### config.mk
export PLATFORM = sky130hd
export DESIGN_NAME = life_pattern_rle_decoder
export DESIGN_NICKNAME = d
export VERILOG_FILES = /design/src/lprd_pkg.sv /design/src/lprd_front.sv /design/src/lprd_queue.sv /design/src/lprd_back.sv /design/src/life_pattern_rle_decoder.sv
export SDC_FILE = /design/constraint.sdc
export NUM_CORES = 1
export LEC_CHECK = 0
export BUFFER_PORTS_ARGS = -buffer_cell sky130_fd_sc_hd__buf_2
export CORE_ASPECT_RATIO = 0.7
export CORE_MARGIN = 3
export CORE_UTILIZATION = 50
export CTS_CLUSTER_DIAMETER = 200
export DETAILED_ROUTE_END_ITERATION = 12
export PLACE_DENSITY = 0.69
export SYNTH_ARGS = -nofsm -noshare
export SYNTH_HDL_FRONTEND = slang
export SYNTH_SLANG_ARGS = --single-unit
export TNS_END_PERCENT = 5
### constraint.sdc
create_clock -name clk_i -period 11.5 [get_ports clk_i]
set_clock_uncertainty 0.2 [all_clocks]
set_input_delay 2.3 -clock clk_i [delete_from_list [all_inputs] [get_ports clk_i]]
set_output_delay 2.3 -clock clk_i [all_outputs]
set_load 0.01 [all_outputs]
### src/lprd_pkg.sv
// ----------------------------------------------------------------------------
// lprd_pkg
// shared types and constants of the life pattern rle decoder
// ----------------------------------------------------------------------------
package lprd_pkg;

  // default widths of the position and count registers
  localparam int unsigned CoordBitsDef = 16;
  localparam int unsigned CountBitsDef = 16;

  // width of the result fields on the output port
  localparam int unsigned FieldBits = 16;

  // depth of the token queue between front and back
  localparam int unsigned QueueDepth = 2;

  // characters with a meaning of their own
  localparam logic [7:0] CharZero    = 8'h30;
  localparam logic [7:0] CharNine    = 8'h39;
  localparam logic [7:0] CharLive    = 8'h6F;  // 'o'
  localparam logic [7:0] CharDead    = 8'h62;  // 'b'
  localparam logic [7:0] CharEol     = 8'h24;  // '$'
  localparam logic [7:0] CharBang    = 8'h21;  // '!'
  localparam logic [7:0] CharLf      = 8'h0A;
  localparam logic [7:0] CharTab     = 8'h09;
  localparam logic [7:0] CharVt      = 8'h0B;
  localparam logic [7:0] CharFf      = 8'h0C;
  localparam logic [7:0] CharCr      = 8'h0D;
  localparam logic [7:0] CharSpace   = 8'h20;

  // token classes handed from front to back
  typedef enum logic [2:0] {
    TokDigit   = 3'd0,
    TokLive    = 3'd1,
    TokDead    = 3'd2,
    TokEol     = 3'd3,
    TokBang    = 3'd4,
    TokNewline = 3'd5,
    TokBad     = 3'd6
  } tok_e;

  typedef struct packed {
    tok_e       cls;
    logic [3:0] digit;
  } token_t;

  // result kinds
  typedef enum logic [1:0] {
    KindRun   = 2'd0,
    KindError = 2'd1,
    KindEnd   = 2'd2
  } kind_e;

endpackage

### src/lprd_front.sv
// ----------------------------------------------------------------------------
// lprd_front
// classifies incoming characters into tokens, drops plain whitespace
// ----------------------------------------------------------------------------
module lprd_front (
  input  logic [7:0]      char_code_i,
  input  logic            in_valid_i,
  output logic            in_ready_o,
  input  logic            q_full_i,
  output logic            q_push_o,
  output lprd_pkg::token_t q_token_o
);
  import lprd_pkg::*;

  logic keep;

  assign in_ready_o = !q_full_i;

  always_comb begin
    q_token_o.cls   = TokBad;
    q_token_o.digit = '0;
    keep            = 1'b1;
    case (char_code_i) inside
      [CharZero:CharNine]: begin
        q_token_o.cls   = TokDigit;
        q_token_o.digit = 4'(char_code_i - CharZero);
      end
      CharLive:  q_token_o.cls = TokLive;
      CharDead:  q_token_o.cls = TokDead;
      CharEol:   q_token_o.cls = TokEol;
      CharBang:  q_token_o.cls = TokBang;
      CharLf:    q_token_o.cls = TokNewline;
      CharTab, CharVt, CharFf, CharCr, CharSpace: keep = 1'b0;
      default:   q_token_o.cls = TokBad;
    endcase
  end

  // whitespace other than line feed changes nothing anywhere
  assign q_push_o = in_valid_i && !q_full_i && keep;

endmodule

### src/lprd_queue.sv
// ----------------------------------------------------------------------------
// lprd_queue
// small token fifo between front and back
// ----------------------------------------------------------------------------
module lprd_queue (
  input  logic             clk_i,
  input  logic             rst_ni,
  input  logic             push_i,
  input  lprd_pkg::token_t push_token_i,
  output logic             full_o,
  input  logic             pop_i,
  output logic             valid_o,
  output lprd_pkg::token_t pop_token_o
);
  import lprd_pkg::*;

  localparam int unsigned PtrBits = (QueueDepth > 1) ? $clog2(QueueDepth) : 1;
  localparam int unsigned CntBits = $clog2(QueueDepth + 1);

  token_t              mem_q [QueueDepth];
  logic [PtrBits-1:0]  wr_ptr_q, wr_ptr_d;
  logic [PtrBits-1:0]  rd_ptr_q, rd_ptr_d;
  logic [CntBits-1:0]  cnt_q, cnt_d;
  logic                do_push, do_pop;

  assign full_o      = (cnt_q == CntBits'(QueueDepth));
  assign valid_o     = (cnt_q != '0);
  assign pop_token_o = mem_q[rd_ptr_q];
  assign do_push     = push_i && !full_o;
  assign do_pop      = pop_i && valid_o;

  always_comb begin
    wr_ptr_d = wr_ptr_q;
    rd_ptr_d = rd_ptr_q;
    cnt_d    = cnt_q;
    if (do_push) begin
      wr_ptr_d = (wr_ptr_q == PtrBits'(QueueDepth - 1)) ? '0 : wr_ptr_q + 1'b1;
    end
    if (do_pop) begin
      rd_ptr_d = (rd_ptr_q == PtrBits'(QueueDepth - 1)) ? '0 : rd_ptr_q + 1'b1;
    end
    if (do_push && !do_pop) begin
      cnt_d = cnt_q + 1'b1;
    end else if (do_pop && !do_push) begin
      cnt_d = cnt_q - 1'b1;
    end
  end

  always_ff @(posedge clk_i or negedge rst_ni) begin
    if (!rst_ni) begin
      wr_ptr_q <= '0;
      rd_ptr_q <= '0;
      cnt_q    <= '0;
    end else begin
      wr_ptr_q <= wr_ptr_d;
      rd_ptr_q <= rd_ptr_d;
      cnt_q    <= cnt_d;
    end
  end

  always_ff @(posedge clk_i) begin
    if (do_push) begin
      mem_q[wr_ptr_q] <= push_token_i;
    end
  end

endmodule

### src/lprd_back.sv
// ----------------------------------------------------------------------------
// lprd_back
// executes tokens against the decoder state and holds the output register
// ----------------------------------------------------------------------------
module lprd_back #(
  parameter int unsigned CoordBits = lprd_pkg::CoordBitsDef,
  parameter int unsigned CountBits = lprd_pkg::CountBitsDef
) (
  input  logic                            clk_i,
  input  logic                            rst_ni,
  input  logic                            tok_valid_i,
  input  lprd_pkg::token_t                tok_i,
  output logic                            tok_pop_o,
  output logic                            out_valid_o,
  input  logic                            out_ready_i,
  output logic [1:0]                      kind_o,
  output logic [lprd_pkg::FieldBits-1:0]  run_x_o,
  output logic [lprd_pkg::FieldBits-1:0]  run_y_o,
  output logic [lprd_pkg::FieldBits-1:0]  run_length_o
);
  import lprd_pkg::*;

  localparam int unsigned SumBits = ((CoordBits > CountBits) ? CoordBits : CountBits) + 1;
  localparam int unsigned MulBits = CountBits + 4;

  logic                 header_q, header_d;
  logic                 error_q, error_d;
  logic [CountBits-1:0] count_q, count_d;
  logic                 digits_q, digits_d;
  logic [CoordBits-1:0] pos_x_q, pos_x_d;
  logic [CoordBits-1:0] pos_y_q, pos_y_d;

  logic                 out_valid_q, out_valid_d;
  kind_e                kind_q, kind_d;
  logic [FieldBits-1:0] run_x_q, run_x_d;
  logic [FieldBits-1:0] run_y_q, run_y_d;
  logic [FieldBits-1:0] run_len_q, run_len_d;

  logic                 out_free, step, emit;
  logic [CountBits-1:0] n;
  logic [MulBits-1:0]   acc;
  logic [CountBits-1:0] count_sat;
  logic [SumBits-1:0]   sum_x, sum_y, coord_lim;
  logic [CoordBits-1:0] sat_x, sat_y;
  logic [CoordBits+FieldBits-1:0] x_ext, y_ext;
  logic [CountBits+FieldBits-1:0] n_ext;

  assign out_free  = !out_valid_q || out_ready_i;
  assign step      = tok_valid_i && out_free;
  assign tok_pop_o = step;

  // count taken by a run command, absent count means one
  assign n = digits_q ? count_q : CountBits'(1);

  // count * 10 + digit as two shifts and two adds
  assign acc = (MulBits'(count_q) << 3) + (MulBits'(count_q) << 1) + MulBits'(tok_i.digit);
  assign count_sat = (acc > MulBits'({CountBits{1'b1}})) ? {CountBits{1'b1}}
                                                         : acc[CountBits-1:0];

  // saturating coordinate adds
  assign coord_lim = SumBits'({CoordBits{1'b1}});
  assign sum_x = SumBits'(pos_x_q) + SumBits'(n);
  assign sum_y = SumBits'(pos_y_q) + SumBits'(n);
  assign sat_x = (sum_x > coord_lim) ? {CoordBits{1'b1}} : sum_x[CoordBits-1:0];
  assign sat_y = (sum_y > coord_lim) ? {CoordBits{1'b1}} : sum_y[CoordBits-1:0];

  // fit to the field width
  assign x_ext = {{FieldBits{1'b0}}, pos_x_q};
  assign y_ext = {{FieldBits{1'b0}}, pos_y_q};
  assign n_ext = {{FieldBits{1'b0}}, n};

  always_comb begin
    header_d  = header_q;
    error_d   = error_q;
    count_d   = count_q;
    digits_d  = digits_q;
    pos_x_d   = pos_x_q;
    pos_y_d   = pos_y_q;
    emit      = 1'b0;
    kind_d    = kind_q;
    run_x_d   = '0;
    run_y_d   = '0;
    run_len_d = '0;
    if (step) begin
      if (header_q) begin
        if (tok_i.cls == TokNewline) begin
          header_d = 1'b0;
        end
      end else if (tok_i.cls == TokBang) begin
        emit     = 1'b1;
        kind_d   = KindEnd;
        header_d = 1'b1;
        error_d  = 1'b0;
        count_d  = '0;
        digits_d = 1'b0;
        pos_x_d  = '0;
        pos_y_d  = '0;
      end else if (!error_q) begin
        case (tok_i.cls)
          TokDigit: begin
            count_d  = count_sat;
            digits_d = 1'b1;
          end
          TokLive: begin
            count_d  = '0;
            digits_d = 1'b0;
            if (n != '0) begin
              emit      = 1'b1;
              kind_d    = KindRun;
              run_x_d   = x_ext[FieldBits-1:0];
              run_y_d   = y_ext[FieldBits-1:0];
              run_len_d = n_ext[FieldBits-1:0];
              pos_x_d   = sat_x;
            end
          end
          TokDead: begin
            count_d  = '0;
            digits_d = 1'b0;
            pos_x_d  = sat_x;
          end
          TokEol: begin
            count_d  = '0;
            digits_d = 1'b0;
            pos_y_d  = sat_y;
            pos_x_d  = '0;
          end
          TokNewline: ;
          TokBad: begin
            emit    = 1'b1;
            kind_d  = KindError;
            error_d = 1'b1;
          end
          default: ;
        endcase
      end
    end
    if (step) begin
      out_valid_d = emit;
    end else if (out_ready_i) begin
      out_valid_d = 1'b0;
    end else begin
      out_valid_d = out_valid_q;
    end
  end

  always_ff @(posedge clk_i or negedge rst_ni) begin
    if (!rst_ni) begin
      header_q    <= 1'b1;
      error_q     <= 1'b0;
      count_q     <= '0;
      digits_q    <= 1'b0;
      pos_x_q     <= '0;
      pos_y_q     <= '0;
      out_valid_q <= 1'b0;
    end else begin
      header_q    <= header_d;
      error_q     <= error_d;
      count_q     <= count_d;
      digits_q    <= digits_d;
      pos_x_q     <= pos_x_d;
      pos_y_q     <= pos_y_d;
      out_valid_q <= out_valid_d;
    end
  end

  always_ff @(posedge clk_i) begin
    if (step && emit) begin
      kind_q    <= kind_d;
      run_x_q   <= run_x_d;
      run_y_q   <= run_y_d;
      run_len_q <= run_len_d;
    end
  end

  assign out_valid_o  = out_valid_q;
  assign kind_o       = kind_q;
  assign run_x_o      = run_x_q;
  assign run_y_o      = run_y_q;
  assign run_length_o = run_len_q;

endmodule

### src/life_pattern_rle_decoder.sv
// ----------------------------------------------------------------------------
// life_pattern_rle_decoder
// decodes rle pattern text, one character per request, into live cell runs
// ----------------------------------------------------------------------------
// usage
//   input channel: one byte of pattern text per request (char_code_i),
//   in_valid_i / in_ready_o. the header line up to the first line feed is
//   skipped, then digits, 'o', 'b', '$', whitespace and '!' are decoded.
//   output channel: out_valid_o / out_ready_i with kind_o (live run, bad
//   character error, end of pattern) and run_x_o / run_y_o / run_length_o.
//   at most one result per input character; many characters give none.
//   throughput: one character per cycle while the receiver takes results,
//   limited by the token step in the back part (times-ten add plus
//   saturating coordinate add). a character accepted is written into the
//   queue; the back part then takes its token and loads its result into
//   the output register.
//   reset: decoder returns to header mode, position and count cleared,
//   queue and output register empty.
//   receiver stall: the output register holds its result; the back part
//   stops, the two-entry queue fills, then in_ready_o drops.
// ----------------------------------------------------------------------------
module life_pattern_rle_decoder #(
  parameter int unsigned CoordBits = lprd_pkg::CoordBitsDef,
  parameter int unsigned CountBits = lprd_pkg::CountBitsDef
) (
  input  logic                            clk_i,
  input  logic                            rst_ni,
  input  logic                            in_valid_i,
  output logic                            in_ready_o,
  input  logic [7:0]                      char_code_i,
  output logic                            out_valid_o,
  input  logic                            out_ready_i,
  output logic [1:0]                      kind_o,
  output logic [lprd_pkg::FieldBits-1:0]  run_x_o,
  output logic [lprd_pkg::FieldBits-1:0]  run_y_o,
  output logic [lprd_pkg::FieldBits-1:0]  run_length_o
);
  import lprd_pkg::*;

  // front to queue
  logic   q_full, q_push;
  token_t q_in_token;

  // queue to back
  logic   q_valid, q_pop;
  token_t q_out_token;

  // front: classify characters, plain whitespace never enters the queue
  lprd_front u_front (
    .char_code_i (char_code_i),
    .in_valid_i  (in_valid_i),
    .in_ready_o  (in_ready_o),
    .q_full_i    (q_full),
    .q_push_o    (q_push),
    .q_token_o   (q_in_token)
  );

  // queue decouples input acceptance from output stalls
  lprd_queue u_queue (
    .clk_i        (clk_i),
    .rst_ni       (rst_ni),
    .push_i       (q_push),
    .push_token_i (q_in_token),
    .full_o       (q_full),
    .pop_i        (q_pop),
    .valid_o      (q_valid),
    .pop_token_o  (q_out_token)
  );

  // back: decoder state, run emission and the output register
  lprd_back #(
    .CoordBits (CoordBits),
    .CountBits (CountBits)
  ) u_back (
    .clk_i        (clk_i),
    .rst_ni       (rst_ni),
    .tok_valid_i  (q_valid),
    .tok_i        (q_out_token),
    .tok_pop_o    (q_pop),
    .out_valid_o  (out_valid_o),
    .out_ready_i  (out_ready_i),
    .kind_o       (kind_o),
    .run_x_o      (run_x_o),
    .run_y_o      (run_y_o),
    .run_length_o (run_length_o)
  );

endmodule
==> impl_metrics.env <==
export IMPL_outcome="complete, no violations"
export IMPL_ir_drop_mv=0.1329
export IMPL_routed_wl_um=18620
export IMPL_cp_required_ns=11.57
export IMPL_clockBufferDepth=2
export IMPL_async_reset_ff_share_pct=46.67
export IMPL_worst_setup_path_end_kind="flip-flop"
export IMPL_grt_max_degree=57
export IMPL_cpPeakStageDelay_ns=0.69
export IMPL_drcViolationCount=0
export IMPL_synth_edff_count=64
export IMPL_max_slew_margin_pct=17.29
export IMPL_finalWorstPathRequiredPeriod_ns=4.534
export IMPL_yosys_area_share_adder_pct=11.72
export IMPL_synth_area_per_cell_um2=10.20
export IMPL_synth_ff_latch_count=120
export IMPL_drt_vias_per_instance=6.083
export IMPL_synth_compound_area_share_pct=17.18
export IMPL_grt_antenna_before_repair=0
export IMPL_drive_above_1_share_pct=14.57
export IMPL_worstMarginPinSlew_ns=1.232
export IMPL_syn_num_nets=817
export IMPL_die_area_um2=16560
export IMPL_yosysWarnings=0
export IMPL_drt_iter0_drc=614
export IMPL_nets=877
export IMPL_hold_class="reg2reg"
export IMPL_hold_viol_final=0
export IMPL_layout_common_cells="ha_1, edfxtp_1, buf_2"
export IMPL_crit_fanout=17
export IMPL_ys_seq_area_share_pct=44.23
export IMPL_postCtsSetupRepairBufs=0
export IMPL_path_cells="buf_2, o22ai_1, nor2_1, o21ai_1, or2_0, o21ai_0"
export IMPL_worst_path_max_delay_cell="o21ai_1"
export IMPL_fp_dieW_um=152.5
export IMPL_netlist_area_um2=7516
export IMPL_ioPinCount=64
export IMPL_yosys_area_share_simple_pct=19.18
export IMPL_rsz0062_at_grt="no"
export IMPL_synth_top_area_cell="edfxtp_1"
export IMPL_cp_start_kind="input pin"
export IMPL_synth_top_area_share_pct=25.57
export IMPL_cts_made_buffers=17
export IMPL_hpwlAfterDp_um=13200
export IMPL_finalPower_mw=1.613
export IMPL_core_area_um2=14320
export IMPL_insertedDiodeCount=0
export IMPL_cap_violations=0
export IMPL_ant_nets=0
export IMPL_max_freq_mhz=220.6
export IMPL_first_pass_iters=5
export IMPL_initial_core_util_pct=52.47
export IMPL_cellLeakagePower_nw=3.881
export IMPL_die_height_um=108.6
export IMPL_fin_setup_tns_ns=0
export IMPL_clock_sinks=120
export IMPL_cts_tree="done"
export IMPL_synth_top_family_by_area="simple AND/OR/NAND/NOR gates"
export IMPL_synth_xor_area_share_pct=3.846
export IMPL_place_congestion=0.8632
export IMPL_synth_distinct_cells=67
export IMPL_synthMuxAreaShare_pct=1.615
export IMPL_slew_viol_final=0
export IMPL_area_delta_synth_final_pct=14.07
export IMPL_cts_resized=0
export IMPL_synthFlopType="edfxtp_1"
export IMPL_fillCellCount=1192
export IMPL_cp_arrival_ns=4.60
export IMPL_h_tree_depth=4
export IMPL_ctsHoldBuffers=0
export IMPL_grt_usage_pct=23.48
export IMPL_grt_pass1_vias=5823
export IMPL_clkLatencyLatePin_ns=0.42
export IMPL_clock_tree_root_cell="clkbuf_16"
export IMPL_synthTopCellsByArea="edfxtp_1, dfrtp_1, ha_1"
export IMPL_routedWlPerCell_um=18.62
export IMPL_path_clk_slew_ns=0.06
export IMPL_gr_total_overflow=0
export IMPL_setup_viol=0
export IMPL_port_buffers=63
export IMPL_timing_final_crit_share_pct=39.42
export IMPL_netlist_instances=737
export IMPL_grt_pass1_wl_um=30650
export IMPL_power_density_nw_per_um2=188.2
export IMPL_row_count=36
export IMPL_num_vias=6083
export IMPL_crit_type="in2reg"
-- power breakdown --
part           internal, mW  switching [mW]  total (mW)
logic                 0.172           0.272       0.444
registers             0.556          0.0822       0.638
clock network         0.337           0.194       0.531
total                  1.07           0.548        1.61
-- cells in the mapped netlist (17+ instances only) --
| library cell | count |
|---|---|
| edfxtp_1 | 64 |
| ha_1 | 64 |
| nor2_1 | 59 |
| nand2_1 | 58 |
| dfrtp_1 | 55 |
| and2_1 | 51 |
| o21ai_0 | 40 |
| a21oi_1 | 32 |
| xnor2_1 | 23 |
| nor3_1 | 21 |
| and3_1 | 20 |
| o21ai_1 | 19 |
| clkbuf_1 | 17 |
-- layer usage --
layer / vias to the layer above / global-route usage, % / share of wire (%)
met5: - / 0 / 0
met4: 0 / 8.773 / 1.4
met3: 21 / 4.680 / 7.2
met2: 243 / 35.49 / 44
met1: 2953 / 33.76 / 48
li1: 2866 / - / -
-- worst max-delay path, delay by kind of cell --
| family | cells | cell delay (ns) |
|---|---|---|
| AOI/OAI and AO/OA | 3 | 1.33 |
| buffers and inverters | 1 | 0.11 |
| and+or+nand+nor | 2 | 0.86 |
-- layout make-up --
type                       instances  area, µm²  area share, %
clock inverter                    14      156.4          1.824
sequential                       120       3324          38.78
tap                              190      237.7          2.773
clock buffer                      18      429.2          5.006
inverter                          11      41.29         0.4816
timing repair buffer              68      352.8          4.116
multi-input combinational        579       4031          47.02
-- logic make-up after synthesis --
family,after synthesis
compound gates,192
xor+xnor,33
fa+ha+maj,68
buf+inv,38
flops,120
mux,11
simple gates,275
-- metrics by stage --
stage | utilization (%) | std cells | setup WS [ns] | area [µm²] | hold slack, ns
5_1_grt | 59.85 | 1000 | 6.701 | 8573 | 0.3448
6_report | 59.85 | 1000 | 6.966 | 8573 | 0.2955
2_1_floorplan | - | 737 | 7.057 | 7516 | 0.2555
3_3_place_gp | 55.77 | 968 | 6.749 | 7988 | 0.2681
4_1_cts | 59.85 | 1000 | 6.998 | 8573 | 0.3010
3_5_place_dp | 55.77 | 968 | 6.604 | 7988 | 0.2899
-- registers in the layout, indices dropped and copies added, names as in the netlist, 2 cells and up --
register	count
u_back.kind_o	2
u_back.run_length_o	16
u_queue.mem_q	14
u_back.run_y_o	16
u_back.pos_x_q	16
u_queue.cnt_q	2
u_back.pos_y_q	16
u_back.count_q	16
u_back.run_x_o	16
-- worst paths after layout --
| path | cells after the start | endpoint | slack [ns] | from |
|---|---|---|---|---|
| worst max-delay path | 6 | u_back.pos_y_q[9] | 6.97 | out_ready_i |
| worst min-delay path | 1 | u_queue.wr_ptr_q | 0.30 | u_queue.wr_ptr_q |
| worst max register to register | 10 | u_back.count_q[12] | 7.19 | u_queue.rd_ptr_q |
| worst min register to register | 1 | u_queue.wr_ptr_q | 0.30 | u_queue.wr_ptr_q |
| max in group asynchronous | 2 | u_queue.rd_ptr_q | 8.76 | rst_ni |
| min in group asynchronous | 2 | u_back.pos_y_q[13] | 1.82 | rst_ni |
Note: power is estimated with default switching activity, not from simulation.
